### src/rtl/dmx_pkg.sv
// Shared types, constants and the slot role table of the stereo downmix.
// No dependencies; every other file imports it.
package dmx_pkg;

  localparam int unsigned NUM_SLOTS  = 9;
  localparam int unsigned SLOT_W     = 4;
  localparam int unsigned SAMPLE_W   = 16;
  localparam int unsigned SUM_W      = 20;   // nine samples at most per frame
  localparam int unsigned GAIN_W     = 13;
  localparam int unsigned PROD_W     = SUM_W + GAIN_W + 1;
  localparam int unsigned FRAC_SHIFT = 12;
  localparam int unsigned OUT_SHIFT  = 13;
  localparam int unsigned TOTAL_W    = PROD_W + 1;
  localparam int unsigned Q_DEPTH    = 2;
  localparam int unsigned Q_CNT_W    = 2;
  localparam int unsigned ADDR_W     = 5;
  localparam int unsigned DATA_W     = 32;
  localparam logic [GAIN_W-1:0] GAIN_RESET = 13'd2896;

  typedef enum logic [1:0] {
    ROLE_LEFT,
    ROLE_RIGHT,
    ROLE_CENTER,
    ROLE_NONE
  } role_e;

  typedef enum logic [2:0] {
    REG_HAS_FC,
    REG_HAS_LFE,
    REG_HAS_BACK_PAIR,
    REG_HAS_BACK_CENTER,
    REG_HAS_SIDE_PAIR,
    REG_ACCUMULATE,
    REG_CENTER_GAIN
  } reg_e;

  typedef struct packed {
    logic              has_front_center;
    logic              has_lfe;
    logic              has_back_pair;
    logic              has_back_center;
    logic              has_side_pair;
    logic              accumulate_mode;
    logic [GAIN_W-1:0] center_gain;
  } cfg_t;

  typedef struct packed {
    logic signed [SAMPLE_W-1:0] sample;
    role_e                      role;
    logic                       last;
    logic signed [SAMPLE_W-1:0] prev_left;
    logic signed [SAMPLE_W-1:0] prev_right;
    logic                       end_of_block;
  } entry_t;

  // Channel role of each slot in full layout order FL FR FC LFE BL BR BC SL SR.
  function automatic role_e slot_role(input logic [SLOT_W-1:0] idx);
    role_e r;
    case (idx)
      4'd0, 4'd4, 4'd7: r = ROLE_LEFT;
      4'd1, 4'd5, 4'd8: r = ROLE_RIGHT;
      4'd2, 4'd3, 4'd6: r = ROLE_CENTER;
      default:          r = ROLE_NONE;
    endcase
    return r;
  endfunction

endpackage

### src/rtl/dmx_in_if.sv
// Input channel of the downmix: one interleaved sample per beat.
// Depends on dmx_pkg for field widths.
interface dmx_in_if;
  import dmx_pkg::*;
  logic                       valid;
  logic                       ready;
  logic signed [SAMPLE_W-1:0] sample;
  logic signed [SAMPLE_W-1:0] prev_left;
  logic signed [SAMPLE_W-1:0] prev_right;
  logic                       end_of_block;

  modport source (output valid, sample, prev_left, prev_right, end_of_block, input ready);
  modport sink   (input valid, sample, prev_left, prev_right, end_of_block, output ready);
endinterface

### src/rtl/dmx_out_if.sv
// Output channel of the downmix: one stereo pair per beat.
// Depends on dmx_pkg for field widths.
interface dmx_out_if;
  import dmx_pkg::*;
  logic                       valid;
  logic                       ready;
  logic signed [SAMPLE_W-1:0] left_out;
  logic signed [SAMPLE_W-1:0] right_out;
  logic                       last_of_block;

  modport source (output valid, left_out, right_out, last_of_block, input ready);
  modport sink   (input valid, left_out, right_out, last_of_block, output ready);
endinterface

### src/rtl/dmx_cfg.sv
// APB register file of the downmix: presence bits, accumulate mode, center gain.
// Depends on dmx_pkg.
module dmx_cfg import dmx_pkg::*; (
  input  logic              clk_i,
  input  logic              rst_ni,
  input  logic              psel,
  input  logic              penable,
  input  logic              pwrite,
  input  logic [ADDR_W-1:0] paddr,
  input  logic [DATA_W-1:0] pwdata,
  output logic [DATA_W-1:0] prdata,
  output logic              pready,
  output cfg_t              cfg_o
);

  cfg_t cfg_q, cfg_d;
  reg_e sel;
  logic wr_en;

  assign pready = 1'b1;
  assign sel    = reg_e'(paddr[ADDR_W-1:2]);
  assign wr_en  = psel && penable && pwrite;

  always_comb begin
    cfg_d  = cfg_q;
    prdata = '0;
    unique case (sel)
      REG_HAS_FC: begin
        prdata[0] = cfg_q.has_front_center;
        if (wr_en) cfg_d.has_front_center = pwdata[0];
      end
      REG_HAS_LFE: begin
        prdata[0] = cfg_q.has_lfe;
        if (wr_en) cfg_d.has_lfe = pwdata[0];
      end
      REG_HAS_BACK_PAIR: begin
        prdata[0] = cfg_q.has_back_pair;
        if (wr_en) cfg_d.has_back_pair = pwdata[0];
      end
      REG_HAS_BACK_CENTER: begin
        prdata[0] = cfg_q.has_back_center;
        if (wr_en) cfg_d.has_back_center = pwdata[0];
      end
      REG_HAS_SIDE_PAIR: begin
        prdata[0] = cfg_q.has_side_pair;
        if (wr_en) cfg_d.has_side_pair = pwdata[0];
      end
      REG_ACCUMULATE: begin
        prdata[0] = cfg_q.accumulate_mode;
        if (wr_en) cfg_d.accumulate_mode = pwdata[0];
      end
      REG_CENTER_GAIN: begin
        prdata[GAIN_W-1:0] = cfg_q.center_gain;
        if (wr_en) cfg_d.center_gain = pwdata[GAIN_W-1:0];
      end
      default: prdata = '0;
    endcase
  end

  always_ff @(posedge clk_i or negedge rst_ni) begin
    if (!rst_ni) begin
      cfg_q.has_front_center <= 1'b1;
      cfg_q.has_lfe          <= 1'b1;
      cfg_q.has_back_pair    <= 1'b1;
      cfg_q.has_back_center  <= 1'b0;
      cfg_q.has_side_pair    <= 1'b0;
      cfg_q.accumulate_mode  <= 1'b0;
      cfg_q.center_gain      <= GAIN_RESET;
    end else begin
      cfg_q <= cfg_d;
    end
  end

  assign cfg_o = cfg_q;

endmodule

### src/rtl/dmx_front.sv
// Front end: accepts samples, tracks the slot position and tags each beat
// with its channel role and frame end. Depends on dmx_pkg and dmx_in_if.
module dmx_front import dmx_pkg::*; (
  input  logic     clk_i,
  input  logic     rst_ni,
  input  cfg_t     cfg_i,
  dmx_in_if.sink   in_if,
  input  logic     full_i,
  output logic     push_o,
  output entry_t   entry_o
);

  logic [SLOT_W-1:0]    slot_q, slot_d;
  logic [SLOT_W-1:0]    count;
  logic [NUM_SLOTS-1:0] en;
  role_e                role;
  logic                 last;

  assign en = {cfg_i.has_side_pair, cfg_i.has_side_pair, cfg_i.has_back_center,
               cfg_i.has_back_pair, cfg_i.has_back_pair, cfg_i.has_lfe,
               cfg_i.has_front_center, 1'b1, 1'b1};

  // Walk the enabled slots to find the role at the current position.
  always_comb begin
    count = '0;
    role  = ROLE_NONE;
    for (int i = 0; i < NUM_SLOTS; i++) begin
      if (en[i]) begin
        if (count == slot_q) role = slot_role(SLOT_W'(i));
        count = count + SLOT_W'(1);
      end
    end
  end

  assign last   = ({1'b0, slot_q} + (SLOT_W+1)'(1)) >= {1'b0, count};
  assign slot_d = last ? '0 : slot_q + SLOT_W'(1);

  assign in_if.ready = !full_i;
  assign push_o      = in_if.valid && !full_i;

  always_comb begin
    entry_o.sample       = in_if.sample;
    entry_o.role         = role;
    entry_o.last         = last;
    entry_o.prev_left    = in_if.prev_left;
    entry_o.prev_right   = in_if.prev_right;
    entry_o.end_of_block = in_if.end_of_block;
  end

  always_ff @(posedge clk_i or negedge rst_ni) begin
    if (!rst_ni) begin
      slot_q <= '0;
    end else if (push_o) begin
      slot_q <= slot_d;
    end
  end

`ifndef SYNTHESIS
  a_slot_bound: assert property (@(posedge clk_i) disable iff (!rst_ni)
    slot_q < SLOT_W'(NUM_SLOTS))
    else $error("slot position past the full layout");
`endif

endmodule

### src/rtl/dmx_queue.sv
// Two-entry queue between the front end and the mixing back end.
// Depends on dmx_pkg.
module dmx_queue import dmx_pkg::*; (
  input  logic   clk_i,
  input  logic   rst_ni,
  input  logic   push_i,
  input  entry_t entry_i,
  output logic   full_o,
  input  logic   pop_i,
  output logic   valid_o,
  output entry_t entry_o
);

  entry_t               mem_q [Q_DEPTH];
  logic                 wr_ptr_q, rd_ptr_q;
  logic [Q_CNT_W-1:0]   cnt_q, cnt_d;

  assign full_o  = cnt_q == Q_CNT_W'(Q_DEPTH);
  assign valid_o = cnt_q != '0;
  assign entry_o = mem_q[rd_ptr_q];

  always_comb begin
    cnt_d = cnt_q;
    if (push_i && !pop_i) cnt_d = cnt_q + Q_CNT_W'(1);
    else if (pop_i && !push_i) cnt_d = cnt_q - Q_CNT_W'(1);
  end

  always_ff @(posedge clk_i or negedge rst_ni) begin
    if (!rst_ni) begin
      wr_ptr_q <= 1'b0;
      rd_ptr_q <= 1'b0;
      cnt_q    <= '0;
    end else begin
      cnt_q <= cnt_d;
      if (push_i) wr_ptr_q <= !wr_ptr_q;
      if (pop_i)  rd_ptr_q <= !rd_ptr_q;
    end
  end

  always_ff @(posedge clk_i) begin
    if (push_i) mem_q[wr_ptr_q] <= entry_i;
  end

`ifndef SYNTHESIS
  a_cnt_bound: assert property (@(posedge clk_i) disable iff (!rst_ni)
    cnt_q <= Q_CNT_W'(Q_DEPTH))
    else $error("queue count past depth");
  a_no_overflow: assert property (@(posedge clk_i) disable iff (!rst_ni)
    push_i |-> !full_o)
    else $error("push into full queue");
  a_no_underflow: assert property (@(posedge clk_i) disable iff (!rst_ni)
    pop_i |-> valid_o)
    else $error("pop from empty queue");
`endif

endmodule

### src/rtl/dmx_back.sv
// Back end: accumulates left, right and center sums, then scales, shifts and
// saturates the frame result over three stages. Depends on dmx_pkg, dmx_out_if.
module dmx_back import dmx_pkg::*; (
  input  logic     clk_i,
  input  logic     rst_ni,
  input  cfg_t     cfg_i,
  input  logic     q_valid_i,
  input  entry_t   q_entry_i,
  output logic     pop_o,
  dmx_out_if.source out_if
);

  logic signed [SUM_W-1:0]    lsum_q, rsum_q, csum_q;
  logic signed [SUM_W-1:0]    lsum_d, rsum_d, csum_d, s_ext;

  // stage A: final sums of a frame
  logic                       a_v_q;
  logic signed [SUM_W-1:0]    a_l_q, a_r_q, a_c_q;
  logic signed [SAMPLE_W-1:0] a_pl_q, a_pr_q;
  logic                       a_eob_q;

  // stage B: center product
  logic                       b_v_q;
  logic signed [SUM_W-1:0]    b_l_q, b_r_q;
  logic signed [PROD_W-1:0]   b_ctr_q;
  logic signed [SAMPLE_W-1:0] b_pl_q, b_pr_q;
  logic                       b_eob_q;

  // output register
  logic                       o_v_q;
  logic signed [SAMPLE_W-1:0] o_l_q, o_r_q;
  logic                       o_eob_q;

  logic out_free, b_adv, b_free, a_adv, a_free, frame_done;
  logic signed [PROD_W-1:0]   ctr;
  logic signed [SAMPLE_W-1:0] l_res, r_res;

  assign out_free   = !o_v_q || out_if.ready;
  assign b_adv      = b_v_q && out_free;
  assign b_free     = !b_v_q || b_adv;
  assign a_adv      = a_v_q && b_free;
  assign a_free     = !a_v_q || a_adv;
  assign pop_o      = q_valid_i && (!q_entry_i.last || a_free);
  assign frame_done = pop_o && q_entry_i.last;

  assign s_ext = SUM_W'(q_entry_i.sample);

  always_comb begin
    lsum_d = lsum_q;
    rsum_d = rsum_q;
    csum_d = csum_q;
    case (q_entry_i.role)
      ROLE_LEFT:   lsum_d = lsum_q + s_ext;
      ROLE_RIGHT:  rsum_d = rsum_q + s_ext;
      ROLE_CENTER: csum_d = csum_q + s_ext;
      default: ;
    endcase
  end

  assign ctr = PROD_W'(a_c_q * $signed({1'b0, cfg_i.center_gain}));

  function automatic logic signed [SAMPLE_W-1:0] mix_out(
    input logic signed [SUM_W-1:0]    part,
    input logic signed [PROD_W-1:0]   ctr_in,
    input logic signed [SAMPLE_W-1:0] prev,
    input logic                       acc
  );
    logic signed [TOTAL_W-1:0]            total;
    logic signed [TOTAL_W-OUT_SHIFT-1:0]  shifted;
    logic signed [TOTAL_W-OUT_SHIFT:0]    sum;
    total   = TOTAL_W'($signed({part, {FRAC_SHIFT{1'b0}}})) + TOTAL_W'(ctr_in);
    // floor shift: drop the low bits of the two's complement sum
    shifted = total[TOTAL_W-1:OUT_SHIFT];
    sum     = (TOTAL_W-OUT_SHIFT+1)'(shifted);
    if (acc) sum = sum + (TOTAL_W-OUT_SHIFT+1)'(prev);
    if (sum > (TOTAL_W-OUT_SHIFT+1)'(32767)) return 16'sh7fff;
    if (sum < -(TOTAL_W-OUT_SHIFT+1)'(32768)) return 16'sh8000;
    return sum[SAMPLE_W-1:0];
  endfunction

  assign l_res = mix_out(b_l_q, b_ctr_q, b_pl_q, cfg_i.accumulate_mode);
  assign r_res = mix_out(b_r_q, b_ctr_q, b_pr_q, cfg_i.accumulate_mode);

  always_ff @(posedge clk_i or negedge rst_ni) begin
    if (!rst_ni) begin
      lsum_q <= '0;
      rsum_q <= '0;
      csum_q <= '0;
      a_v_q  <= 1'b0;
      b_v_q  <= 1'b0;
      o_v_q  <= 1'b0;
    end else begin
      if (pop_o) begin
        // clear the partial sums when a frame closes
        lsum_q <= q_entry_i.last ? '0 : lsum_d;
        rsum_q <= q_entry_i.last ? '0 : rsum_d;
        csum_q <= q_entry_i.last ? '0 : csum_d;
      end
      if (a_free)   a_v_q <= frame_done;
      if (b_free)   b_v_q <= a_v_q;
      if (out_free) o_v_q <= b_v_q;
    end
  end

  always_ff @(posedge clk_i) begin
    if (frame_done) begin
      a_l_q   <= lsum_d;
      a_r_q   <= rsum_d;
      a_c_q   <= csum_d;
      a_pl_q  <= q_entry_i.prev_left;
      a_pr_q  <= q_entry_i.prev_right;
      a_eob_q <= q_entry_i.end_of_block;
    end
    if (a_adv) begin
      b_l_q   <= a_l_q;
      b_r_q   <= a_r_q;
      b_ctr_q <= ctr;
      b_pl_q  <= a_pl_q;
      b_pr_q  <= a_pr_q;
      b_eob_q <= a_eob_q;
    end
    if (b_adv) begin
      o_l_q   <= l_res;
      o_r_q   <= r_res;
      o_eob_q <= b_eob_q;
    end
  end

  assign out_if.valid         = o_v_q;
  assign out_if.left_out      = o_l_q;
  assign out_if.right_out     = o_r_q;
  assign out_if.last_of_block = o_eob_q;

`ifndef SYNTHESIS
  a_sums_cleared: assert property (@(posedge clk_i) disable iff (!rst_ni)
    frame_done |=> (lsum_q == '0) && (rsum_q == '0) && (csum_q == '0))
    else $error("partial sums not cleared at frame end");
  a_b_to_out: assert property (@(posedge clk_i) disable iff (!rst_ni)
    b_adv |=> o_v_q)
    else $error("result lost between product stage and output");
  a_a_to_b: assert property (@(posedge clk_i) disable iff (!rst_ni)
    a_adv |=> b_v_q)
    else $error("frame sums lost between sum and product stage");
`endif

endmodule

### src/rtl/multichannel_stereo_downmix.sv
// Top level of the surround to stereo downmix: register file, front end,
// queue and back end. Depends on dmx_pkg, dmx_in_if, dmx_out_if and submodules.
//
// Takes one interleaved 16-bit sample per clock while ready is high, slots in
// order FL, FR, FC, LFE, BL, BR, BC, SL, SR with only the enabled slots
// present, and emits one saturated stereo pair per frame. Sustained rate is
// one sample per cycle while the sink takes each pair. A frame's pair moves
// through queue and sum stage, center gain multiply, shift and saturate.
// The output register holds a pair while the sink stalls, and the two-entry
// queue lets samples keep flowing meanwhile until the stall reaches the input.
// Registers sit at byte address 4*index; write them only while no frame is
// in flight.
module multichannel_stereo_downmix import dmx_pkg::*; (
  input  logic              clk_i,
  input  logic              rst_ni,
  dmx_in_if.sink            in_if,
  dmx_out_if.source         out_if,
  input  logic              psel,
  input  logic              penable,
  input  logic              pwrite,
  input  logic [ADDR_W-1:0] paddr,
  input  logic [DATA_W-1:0] pwdata,
  output logic [DATA_W-1:0] prdata,
  output logic              pready
);

  cfg_t   cfg;
  logic   push, full, q_valid, pop;
  entry_t push_entry, q_entry;

  dmx_cfg u_cfg (
    .clk_i   (clk_i),
    .rst_ni  (rst_ni),
    .psel    (psel),
    .penable (penable),
    .pwrite  (pwrite),
    .paddr   (paddr),
    .pwdata  (pwdata),
    .prdata  (prdata),
    .pready  (pready),
    .cfg_o   (cfg)
  );

  dmx_front u_front (
    .clk_i   (clk_i),
    .rst_ni  (rst_ni),
    .cfg_i   (cfg),
    .in_if   (in_if),
    .full_i  (full),
    .push_o  (push),
    .entry_o (push_entry)
  );

  dmx_queue u_queue (
    .clk_i   (clk_i),
    .rst_ni  (rst_ni),
    .push_i  (push),
    .entry_i (push_entry),
    .full_o  (full),
    .pop_i   (pop),
    .valid_o (q_valid),
    .entry_o (q_entry)
  );

  dmx_back u_back (
    .clk_i     (clk_i),
    .rst_ni    (rst_ni),
    .cfg_i     (cfg),
    .q_valid_i (q_valid),
    .q_entry_i (q_entry),
    .pop_o     (pop),
    .out_if    (out_if)
  );

endmodule
### src/flat_wrapper.sv
// flat-port wrapper written by rule: the top's interface ports become plain ports
module multichannel_stereo_downmix_flat import dmx_pkg::*;
  (clk_i, rst_ni, psel, penable, pwrite, paddr, pwdata, prdata, pready, in_if_valid, in_if_sample, in_if_prev_left, in_if_prev_right, in_if_end_of_block, in_if_ready, out_if_valid, out_if_left_out, out_if_right_out, out_if_last_of_block, out_if_ready);
  dmx_in_if in_if_i ();
  dmx_out_if out_if_i ();
  input  logic clk_i;
  input  logic rst_ni;
  input  logic psel;
  input  logic penable;
  input  logic pwrite;
  input  logic [ADDR_W-1:0] paddr;
  input  logic [DATA_W-1:0] pwdata;
  output logic [DATA_W-1:0] prdata;
  output logic pready;
  input wire logic [$bits(in_if_i.valid)-1:0] in_if_valid;
  input wire logic [$bits(in_if_i.sample)-1:0] in_if_sample;
  input wire logic [$bits(in_if_i.prev_left)-1:0] in_if_prev_left;
  input wire logic [$bits(in_if_i.prev_right)-1:0] in_if_prev_right;
  input wire logic [$bits(in_if_i.end_of_block)-1:0] in_if_end_of_block;
  output wire logic [$bits(in_if_i.ready)-1:0] in_if_ready;
  output wire logic [$bits(out_if_i.valid)-1:0] out_if_valid;
  output wire logic [$bits(out_if_i.left_out)-1:0] out_if_left_out;
  output wire logic [$bits(out_if_i.right_out)-1:0] out_if_right_out;
  output wire logic [$bits(out_if_i.last_of_block)-1:0] out_if_last_of_block;
  input wire logic [$bits(out_if_i.ready)-1:0] out_if_ready;
  assign in_if_i.valid = in_if_valid;
  assign in_if_i.sample = in_if_sample;
  assign in_if_i.prev_left = in_if_prev_left;
  assign in_if_i.prev_right = in_if_prev_right;
  assign in_if_i.end_of_block = in_if_end_of_block;
  assign in_if_ready = in_if_i.ready;
  assign out_if_valid = out_if_i.valid;
  assign out_if_left_out = out_if_i.left_out;
  assign out_if_right_out = out_if_i.right_out;
  assign out_if_last_of_block = out_if_i.last_of_block;
  assign out_if_i.ready = out_if_ready;
  multichannel_stereo_downmix u_core (.clk_i(clk_i), .rst_ni(rst_ni), .in_if(in_if_i), .out_if(out_if_i), .psel(psel), .penable(penable), .pwrite(pwrite), .paddr(paddr), .pwdata(pwdata), .prdata(prdata), .pready(pready));
endmodule
### config.mk
export PLATFORM = sky130hd
export DESIGN_NAME = multichannel_stereo_downmix_flat
export DESIGN_NICKNAME = d
export VERILOG_FILES = /design/src/rtl/dmx_pkg.sv /design/src/rtl/dmx_in_if.sv /design/src/rtl/dmx_out_if.sv /design/src/rtl/dmx_cfg.sv /design/src/rtl/dmx_front.sv /design/src/rtl/dmx_queue.sv /design/src/rtl/dmx_back.sv /design/src/rtl/multichannel_stereo_downmix.sv /design/src/flat_wrapper.sv
export SDC_FILE = /design/constraint.sdc
export NUM_CORES = 1
export LEC_CHECK = 0
export BUFFER_PORTS_ARGS = -buffer_cell sky130_fd_sc_hd__buf_2
export CORE_MARGIN = 3
export CORE_UTILIZATION = 25
export DETAILED_ROUTE_END_ITERATION = 7
export HOLD_SLACK_MARGIN = 0.12
export PLACE_DENSITY_LB_ADDON = 0.3
export SLEW_MARGIN = 0
export SYNTH_ARGS = -nofsm -noshare
export SYNTH_HDL_FRONTEND = slang
export SYNTH_SLANG_ARGS = --single-unit
### constraint.sdc
create_clock -name clk_i -period 19.5 [get_ports clk_i]
set_clock_uncertainty 0.15 [all_clocks]
set_input_delay 3.9 -clock clk_i [delete_from_list [all_inputs] [get_ports clk_i]]
set_output_delay 3.9 -clock clk_i [all_outputs]
set_load 0.05 [all_outputs]
==> results.tsv, run 1 <==
metric	value	unit
synth_largest_area_cell	edfxtp_1	
wl_per_cell	17.2	microns
status	finished, final reports clean	
nFillCells	13028	
ios	161	
clock_sinks	415	
grt_pass1_wl	127000	microns
worstPathArrival	5630	ps
drt_iter0_markers	1095	
synth-simple-area-share	0.114	
clk_pin_slew	70	ps
rows	130	
ctsResizeCount	0	
overflow	0	
critPathKind	input port to output pin	
synth.avg_cell_area	10.9	sq um
vias	21168	
synth_top_area_frac	0.305	
tightestPinTransition	1130	ps
floorplan.initialDensity	0.253	
synth_seq_cells	415	
hold_buffers	0	
crit_fanout	14	
setup_tns	0	ps
critPathLaunchType	input port	
synth_top_family_by_area	adder cells	
die_area	132000	sq um
yosysSeqAreaShare	0.375	
clockRootBuffer	clkbuf_16	
wirelength	80900	microns
fin_crit	9680	ps
hp-class	register to register	
cp.required	15450	ps
route.detailed.drc	0	
htree_num_levels	2	
post_cts.repair.setup_buffers	0	
io_buffer_count	119	
synthArstFlopShare	0.217	
syn_to_final_growth	12.1	%
dp.cells	4615	
synthAdderAreaFrac	0.252	
core	126000	sq um
final_cells	4702	
rsz0062_at_grt	no	
setup_viol_count_final	0	
finalHoldViolCount	0	
yosys-top-cells-area	edfxtp_1 30%, fa_1 16%, ha_1 9.5%, dfrtp_1 6.4%, inv_1 3.9%	
synth-edff-count	325	
timing.final.crit_share	0.496	
clk-insertion-delay-late	620	ps
grt_pass1_vias	21659	
regArea	12000	sq um
drt.antenna.violating_nets	0	
grt_antenna_before_repair	3	
synth_area	32000	sq um
yosys.area_share.xor_xnor	0.0484	
max_freq	0.103	GHz
nets	3601	
cts_tree	done	
globalRouteTotalUtil	0.122	
synthFlopType	edfxtp_1	
clockBufferDepth	3	
final_common_cell	inv_1	
slew_headroom	0.246	
multiInputGateArea	18300	sq um
gp_routability_congestion	0.813	
synth_compound_area_frac	0.111	
die_x	364	microns
drive_gt1_frac	0.121	
cp-end-kind	output pin	
synth.distinct_cells	90	
most-common-layout-cells	332 x inv_1, 325 x edfxtp_1, 252 x fa_1	
grt_max_degree	69	
via_per_inst	4.50	
slew_violations	0	
drv_cap	0	
yosys_warnings	0	
dieHeight	364	microns
synthesis.instances	2933	
synth_mux_area_frac	0.0423	
cts-buffers-inserted	46	
first_pass_iters	5	
hpwlAfterDp	60100	microns
[through the flow]
stage | worst slack, ps | hold slack, ps | util | instance area (sq um)
3_5_place_dp | 9830 | 255 | 0.272 | 34400
2_1_floorplan | 9970 | 250 | - | 32100
6_report | 9820 | 236 | 0.284 | 35900
3_3_place_gp | 9780 | 251 | 0.272 | 34400
5_1_grt | 9650 | 235 | 0.284 | 35900
4_1_cts | 9820 | 224 | 0.284 | 35900
[flip-flops by register name, summed over array words and instances, names as in the netlist, 2 cells and up]
register and cells:
u_core.u_queue.cnt_q 2, u_core.u_back.a_pl_q 16, u_core.u_back.a_pr_q 16, u_core.u_cfg.cfg_o 19
u_core.u_back.csum_q 20, u_core.u_back.out_if.left_out 16, u_core.u_back.b_pr_q 16, u_core.u_back.b_l_q 20
u_core.u_back.b_r_q 20, u_core.u_front.slot_q 4, u_core.u_back.a_c_q 20, u_core.u_back.lsum_q 20
u_core.u_back.rsum_q 20, u_core.u_back.a_r_q 20, u_core.u_back.a_l_q 20, u_core.u_queue.mem_q 104
u_core.u_back.b_pl_q 16, u_core.u_back.b_ctr_q 22, u_core.u_back.out_if.right_out 16
[cell families (layout without fill, tap and decap cells)]
group | after synthesis | in the layout
and+or+nand+nor | 739 | 739
AOI/OAI and AO/OA | 527 | 527
adders and majority gates | 495 | 495
buffers and inverters | 457 | 557
DFF | 415 | 415
xor gates and xnor gates | 177 | 177
muxes | 121 | 121
other | 2 | 21
[Yosys cell counts, drive strengths merged (14+ instances only)]
master,count
fa,252
mux2,99
ha,243
o21a,22
xor2,65
o31ai,15
nand2b,23
nor2,143
inv,333
a21o,55
nand4,22
nand2,247
xnor2,112
buf,36
a31oi,18
and3,27
a22o,59
and2,141
nor3,37
edfxtp,325
mux2i,21
clkbuf,86
nand3,32
dfrtp,82
o21ai,95
a211oi,15
o21bai,14
nor2b,29
a21oi,159
[critical path: stages]
cell and delay [ps]:
buf_2 160, nor2b_1 870, a21oi_1 160, o21ai_0 240, buf_2 310
[final timing paths]
check / to / cells after the start / slack, ps / from
worst min-delay path: u_core.u_back.b_r_q[17] / 0 / 240 / u_core.u_back.a_r_q[17]
min in group asynchronous: u_core.u_cfg.cfg_o[14] / 1 / 3170 / rst_ni
worst max register to register: u_core.u_back.b_ctr_q[33] / 21 / 12240 / u_core.u_cfg.cfg_o[10]
worst min register to register: u_core.u_back.b_r_q[17] / 0 / 240 / u_core.u_back.a_r_q[17]
worst max-delay path: prdata[0] / 5 / 9820 / paddr[4]
max in group asynchronous: u_core.u_queue.rd_ptr_q / 2 / 14830 / rst_ni
[layer usage]
| metal | wire length [microns] | share of wire | GRT usage | up-vias |
|---|---|---|---|---|
| met4 | 1780 | 0.022 | 0.0311 | 2 |
| met5 | 10 | 0.00012 | 0 | - |
| met1 | 37000 | 0.46 | 0.164 | 10483 |
| li1 | - | - | - | 10236 |
| met3 | 2670 | 0.033 | 0.0120 | 95 |
| met2 | 39400 | 0.49 | 0.211 | 352 |
[area by class of cell]
type                            count  share of cell area
Tap cell                         1650              0.0575
Clock inverter                     31             0.00822
Inverter                          335              0.0350
Clock buffer                       55              0.0341
Timing Repair Buffer              136              0.0202
Sequential cell                   415               0.335
Antenna cell                        1           0.0000697
Multi-Input combinational cell   2079               0.510
Power of run 1 is not shown: default switching activity piles up to over one toggle a cycle in this logic, so the estimate is an artifact.
==> run 2, diff against run 1 <==
--- a/config.mk
+++ b/config.mk
@@ -5,6 +5,7 @@
 export SDC_FILE = /design/constraint.sdc
 export NUM_CORES = 1
 export LEC_CHECK = 0
+export ABC_AREA = 1
 export BUFFER_PORTS_ARGS = -buffer_cell sky130_fd_sc_hd__buf_2
 export CORE_MARGIN = 3
 export CORE_UTILIZATION = 25
==> constraint.sdc (replaced) <==
create_clock -name clk_i -period 9.3 [get_ports clk_i]
set_clock_uncertainty 0.15 [all_clocks]
set_input_delay 1.86 -clock clk_i [delete_from_list [all_inputs] [get_ports clk_i]]
set_output_delay 1.86 -clock clk_i [all_outputs]
set_load 0.05 [all_outputs]
==> results.tsv, run 2 <==
metric	value	unit	change
rsz0062_at_grt	no		unchanged
crit_fanout	21		was 14
grt_max_degree	74		was 69
cts_tree	done		unchanged
grt_pass1_vias	28047		was 21659
ctsResizeCount	0		unchanged
hp-class	register to register		unchanged
core	141000	sq um	was 126000 sq um
grt_antenna_before_repair	9		was 3
first_pass_iters	6		was 5
gp_routability_congestion	0.915		was 0.813
synthArstFlopShare	0.217		unchanged
clk_pin_slew	70	ps	about the same
hold_buffers	0		unchanged
hpwlAfterDp	79700	microns	was 60100 microns
drt_iter0_markers	1622		was 1095
fin_crit	6600	ps	
htree_num_levels	2		unchanged
max_freq	0.152	GHz	
timing.final.crit_share	0.709		
grt_pass1_wl	158000	microns	was 127000 microns
status	finished, final reports clean		unchanged
yosys-top-cells-area	edfxtp_1 27%, nand2_1 15%, fa_1 14%, inv_1 9.0%, ha_1 8.5%		was edfxtp_1 30%, fa_1 16%, ha_1 9.5%, dfrtp_1 6.4%, inv_1 3.9%
synth.most_common_cell	nand2_1		was inv_1
clockRootBuffer	clkbuf_16		unchanged
synthTopCellsByCount	1427 x nand2_1, 857 x inv_1, 325 x edfxtp_1, 252 x fa_1, 243 x ha_1		was 332 x inv_1, 325 x edfxtp_1, 252 x fa_1, 247 x nand2_1, 243 x ha_1
antenna_cells	0		was 1
slew_violations	0		unchanged
ios	161		unchanged
globalRouteTotalUtil	0.137		was 0.122
most-common-layout-cells	1427 x nand2_1, 854 x inv_1, 325 x edfxtp_1		was 332 x inv_1, 325 x edfxtp_1, 252 x fa_1
synthFlopType	edfxtp_1		unchanged
regArea	12000	sq um	about the same
clockBufferDepth	3		unchanged
slew_headroom	0.307		was 0.246
yosys_warnings	0		unchanged
largest_reg_flops	104		unchanged
drive_gt1_frac	0.0643		was 0.121
die_area	147000	sq um	was 132000 sq um
final_util	0.285		was 0.284
floorplan.initialDensity	0.254		was 0.253
drv_cap	0		unchanged
cp-end-kind	register		was output pin
largest-register	u_core.u_queue.mem_q		unchanged
finalHoldViolCount	0		unchanged
critPathKind	register to register		was input port to output pin
post_cts.repair.setup_buffers	0		unchanged
cts-buffers-inserted	50		was 46
clock_sinks	415		unchanged
synth_top_area_frac	0.274		was 0.305
yosysSeqAreaShare	0.337		was 0.375
synth_seq_cells	415		unchanged
worstPathArrival	6800	ps	was 5630 ps
synth_area	35700	sq um	was 32000 sq um
nFillCells	15138		was 13028
largestRegisters	u_core.u_queue.mem_q (104), u_core.u_back.b_ctr_q (22)		unchanged
synth_largest_area_cell	edfxtp_1		unchanged
synth.avg_cell_area	7.99	sq um	was 10.9 sq um
setup_viol_count_final	0		unchanged
tightestPinTransition	1040	ps	was 1130 ps
multiInputGateArea	19900	sq um	was 18300 sq um
critPathLaunchType	register		was input port
nets	5136		was 3601
rows	137		was 130
cp.required	9510	ps	was 15450 ps
vias	27728		was 21168
route.detailed.drc	0		unchanged
final_common_cell	nand2_1		was inv_1
syn_to_final_growth	12.2	%	was 12.1%
die_x	384	microns	was 364 microns
via_per_inst	4.29		was 4.50
overflow	0		unchanged
synth-edff-count	325		unchanged
io_buffer_count	119		unchanged
setup_tns	0	ps	unchanged
synthesis.instances	4465		was 2933
wl_per_cell	15.6	microns	was 17.2 microns
drt.antenna.violating_nets	0		unchanged
synth.distinct_cells	55		was 90
wirelength	101000	microns	was 80900 microns
clk-insertion-delay-late	650	ps	was 620 ps
dieHeight	384	microns	was 364 microns
## run 2: logic make-up (layout without fill, tap and decap cells)
| group | after synthesis | after routing | synth area share |
|---|---|---|---|
| simple gates | 1982 | 1982 | 0.228 |
| buf+inv | 988 | 1094 | 0.107 |
| fa+ha+maj | 495 | 495 | 0.227 |
| compound gates | 476 | 476 | 0.0748 |
| flops | 415 | 415 | 0.337 |
| xor+xnor | 107 | 107 | 0.0265 |
| other cells | 2 | 20 | 0.000211 |
## run 2: routing by layer
| layer | global-route usage | up-vias | routed length (microns) |
|---|---|---|---|
| li1 | - | 14113 | - |
| met1 | 0.182 | 13106 | 47000 |
| met2 | 0.236 | 390 | 48000 |
| met3 | 0.0146 | 117 | 3120 |
| met4 | 0.0351 | 2 | 2530 |
| met5 | 0 | - | 11 |
## run 2: stage by stage
stage	hold slack (ps)	instance area, sq um	instances	worst slack [ps]
CTS	219	40000	6465	2690
global route	229	40000	6465	2160
finish	225	40000	6465	2700
global placement	252	38300	6372	2750
floorplan	250	35700	4483	3380
detailed placement	255	38300	6372	2700
## run 2: final timing paths
check	depth (start not counted)	from	to	slack (ps)
hold reg to reg	0	u_core.u_back.a_l_q[5]	u_core.u_back.b_l_q[5]	230
setup reg to reg	19	u_core.u_cfg.cfg_o[5]	u_core.u_back.b_ctr_q[33]	2700
min in group asynchronous	1	rst_ni	u_core.u_back.csum_q[16]	1090
hold / removal	0	u_core.u_back.a_l_q[5]	u_core.u_back.b_l_q[5]	230
max in group asynchronous	2	rst_ni	u_core.u_back.lsum_q[1]	6840
setup / recovery	19	u_core.u_cfg.cfg_o[5]	u_core.u_back.b_ctr_q[33]	2700
## run 2: cell type report
type	instances	share of cell area
repair buffers	135	0.0179
clock inverters	30	0.0101
clock buffers	63	0.0335
well taps	1876	0.0586
multi-input cells	3080	0.498
inverters	866	0.0813
flip-flops and latches	415	0.300
## run 2: critical path: stages, from the launching register on
cell       delay [ps]
dfrtp_1           980
nand2_1           300
fa_1              610
inv_1             130
fa_1              510
inv_1              50
fa_1              530
inv_1              60
fa_1              480
inv_1              50
fa_1              390
fa_1              540
inv_1              40
ha_1              340
a21oi_1           190
o21ai_0           160
a2111oi_0         590
nand2_1           110
nand2_1            80
nand2_1            40
Power of run 2 is left out for the same reason.
==> run 3, diff against run 2 <==
--- a/config.mk
+++ b/config.mk
@@ -5,7 +5,7 @@
 export SDC_FILE = /design/constraint.sdc
 export NUM_CORES = 1
 export LEC_CHECK = 0
-export ABC_AREA = 1
+export ABC_AREA = 0
 export BUFFER_PORTS_ARGS = -buffer_cell sky130_fd_sc_hd__buf_2
 export CORE_MARGIN = 3
 export CORE_UTILIZATION = 25
==> constraint.sdc (replaced) <==
create_clock -name clk_i -period 5.6 [get_ports clk_i]
set_clock_uncertainty 0.15 [all_clocks]
set_input_delay 1.12 -clock clk_i [delete_from_list [all_inputs] [get_ports clk_i]]
set_output_delay 1.12 -clock clk_i [all_outputs]
set_load 0.05 [all_outputs]
==> results.tsv, run 3 (synthesis results as in run 1) <==
metric	value	unit	change
finalHoldViolCount	0		unchanged
grt_pass1_wl	129000	microns	was 158000 microns
grt_antenna_before_repair	4		was 9
critPathLaunchType	register		unchanged
wl_per_cell	16.3	microns	was 15.6 microns
route.detailed.drc	0		unchanged
die_area	132000	sq um	was 147000 sq um
worstPathArrival	6320	ps	was 6800 ps
cp.required	5800	ps	was 9510 ps
largest-register	u_core.u_queue.mem_q		unchanged
hold_buffers	0		unchanged
rr_worst_depth	23		was 19
largestRegisters	u_core.u_queue.mem_q (104), u_core.u_back.b_ctr_q (22)		unchanged
cp-startpoint	u_core.u_back.a_c_q[7]		was u_core.u_cfg.cfg_o[5]
io_buffer_count	119		unchanged
crit_fanout	5		was 21
tightestPinTransition	1040	ps	about the same
via_per_inst	4.44		was 4.29
first_pass_iters	5		was 6
whs	245	ps	was 225 ps
wirelength	81300	microns	was 101000 microns
drv_cap	0		unchanged
grt_max_degree	94		was 74
clock_sinks	415		unchanged
largest_reg_flops	104		unchanged
clockRootBuffer	clkbuf_16		unchanged
status	complete, but fails checks		was finished, final reports clean
final_common_cell	edfxtp_1		was nand2_1
hpwlAfterDp	63600	microns	was 79700 microns
die_x	364	microns	was 384 microns
fin_crit	6120	ps	was 6600 ps
most-common-layout-cells	325 x edfxtp_1, 316 x inv_1, 248 x buf_4		was 1427 x nand2_1, 854 x inv_1, 325 x edfxtp_1
dieHeight	364	microns	was 384 microns
max_freq	0.163	GHz	was 0.152 GHz
clk-insertion-delay-late	630	ps	was 650 ps
syn_to_final_growth	22.2	%	was 12.2%
clk_pin_slew	60	ps	was 70 ps
ios	161		unchanged
grt_pass1_vias	22766		was 28047
ff2ff_setup_slack	-520	ps	was 2700 ps
gp_routability_congestion	0.826		was 0.915
setup_viol_count_final	21		was 0
drt_iter0_markers	999		was 1622
globalRouteTotalUtil	0.123		was 0.137
floorplan.initialDensity	0.253		was 0.254
cts-buffers-inserted	48		was 50
vias	22087		was 27728
slew_violations	0		unchanged
slew_headroom	0.304		was 0.307
htree_num_levels	2		unchanged
cp-endpoint	u_core.u_back.b_ctr_q[20]		was u_core.u_back.b_ctr_q[33]
r2r-end	u_core.u_back.b_ctr_q[20]		was u_core.u_back.b_ctr_q[33]
fin_ws	-522	ps	was 2700 ps
violations	setup timing		
reg2reg_from	u_core.u_back.a_c_q[7]		was u_core.u_cfg.cfg_o[5]
overflow	0		unchanged
drive_gt1_frac	0.233		was 0.0643
clockBufferDepth	3		unchanged
timing.final.crit_share	1.09		was 0.709
cts_tree	done		unchanged
nets	3875		was 5136
critPathKind	register to register		unchanged
cp-end-kind	register		unchanged
rsz0062_at_grt	yes		was no
drt.antenna.violating_nets	0		unchanged
core	126000	sq um	was 141000 sq um
hp-class	register to register		unchanged
rows	130		was 137
run 3: changes by cell type in the layout (fill, tap and decap cells not counted), moves of 27 or more:
cell | before | now
o21ai_0 | 176 | 69
xnor2_1 | 49 | 103
and2_1 | 14 | 129
a21o_1 | 19 | 54
inv_1 | 854 | 316
and3_1 | 0 | 27
mux2_2 | 0 | 98
nor2_1 | 213 | 128
nand2_1 | 1427 | 241
buf_4 | 17 | 248
a21oi_1 | 185 | 135
a22o_1 | 12 | 59
nand3_1 | 169 | 31
buf_6 | 0 | 28
run 3: cell type report:
class                           count  area (sq um)
Sequential cell                   415         12000
Timing Repair Buffer              408          3050
Clock inverter                     37           462
Multi-Input combinational cell   2079         19100
Inverter                          335          1260
Clock buffer                       52          1220
Tap cell                         1650          2060
Fill cell                       12839         87200
Antenna cell                        1          2.50
run 3: what timing repair did:
| action | CTS | global route |
|---|---|---|
| pin swaps | 63 | 45 |
| resized for setup | 94 | 96 |
| setup endpoints to repair | 47 | 51 |
| gates cloned | 2 | 0 |
| setup buffers | 22 | 17 |
run 3: worst min path at each step:
stage	end	from	slack, ps	depth (start not counted)
after floorplan	u_core.u_back.b_eob_q	u_core.u_back.a_eob_q	250	0
after global placement	u_core.u_back.out_if.last_of_block	u_core.u_back.b_eob_q	250	0
after detailed placement	u_core.u_back.b_l_q[4]	u_core.u_back.a_l_q[4]	250	0
after CTS	u_core.u_back.b_pr_q[5]	u_core.u_back.a_pr_q[5]	250	0
after global routing	u_core.u_back.b_r_q[4]	u_core.u_back.a_r_q[4]	260	0
final	u_core.u_back.b_pr_q[5]	u_core.u_back.a_pr_q[5]	240	0
run 3: stage by stage:
step	TNS, ps	setup slack, ps	area [sq um]	utilization	instances
final	-7670	-522	39100	0.310	4977
after global placement	-9930	-666	36300	0.288	4849
after floorplan	-1690	-346	32300	-	2951
after CTS	-6730	-518	38600	0.306	4959
after global routing	-11510	-697	39100	0.310	4976
after detailed placement	-10160	-658	36300	0.288	4849
run 3: metal layers:
layer,track usage,share of wire
met4,0.0294,0.020
met2,0.215,0.49
met3,0.0153,0.032
met1,0.162,0.45
met5,0,0.00015
run 3: critical path, stage by stage, from the launching register on:
cell and delay, ps:
edfxtp_1 470, and2_4 210, fa_1 490, inv_1 50, fa_1 470, inv_1 50
fa_1 490, fa_1 430, fa_1 520, inv_2 40, fa_1 510, inv_2 50
ha_4 250, a21oi_2 150, o22ai_2 110, nor2_4 190, a21oi_4 80, o21a_4 240
or2_4 230, and2_4 140, o21a_1 180, o21a_1 180, nor2_1 120, xnor2_1 70
Power of run 3 is left out for the same reason.
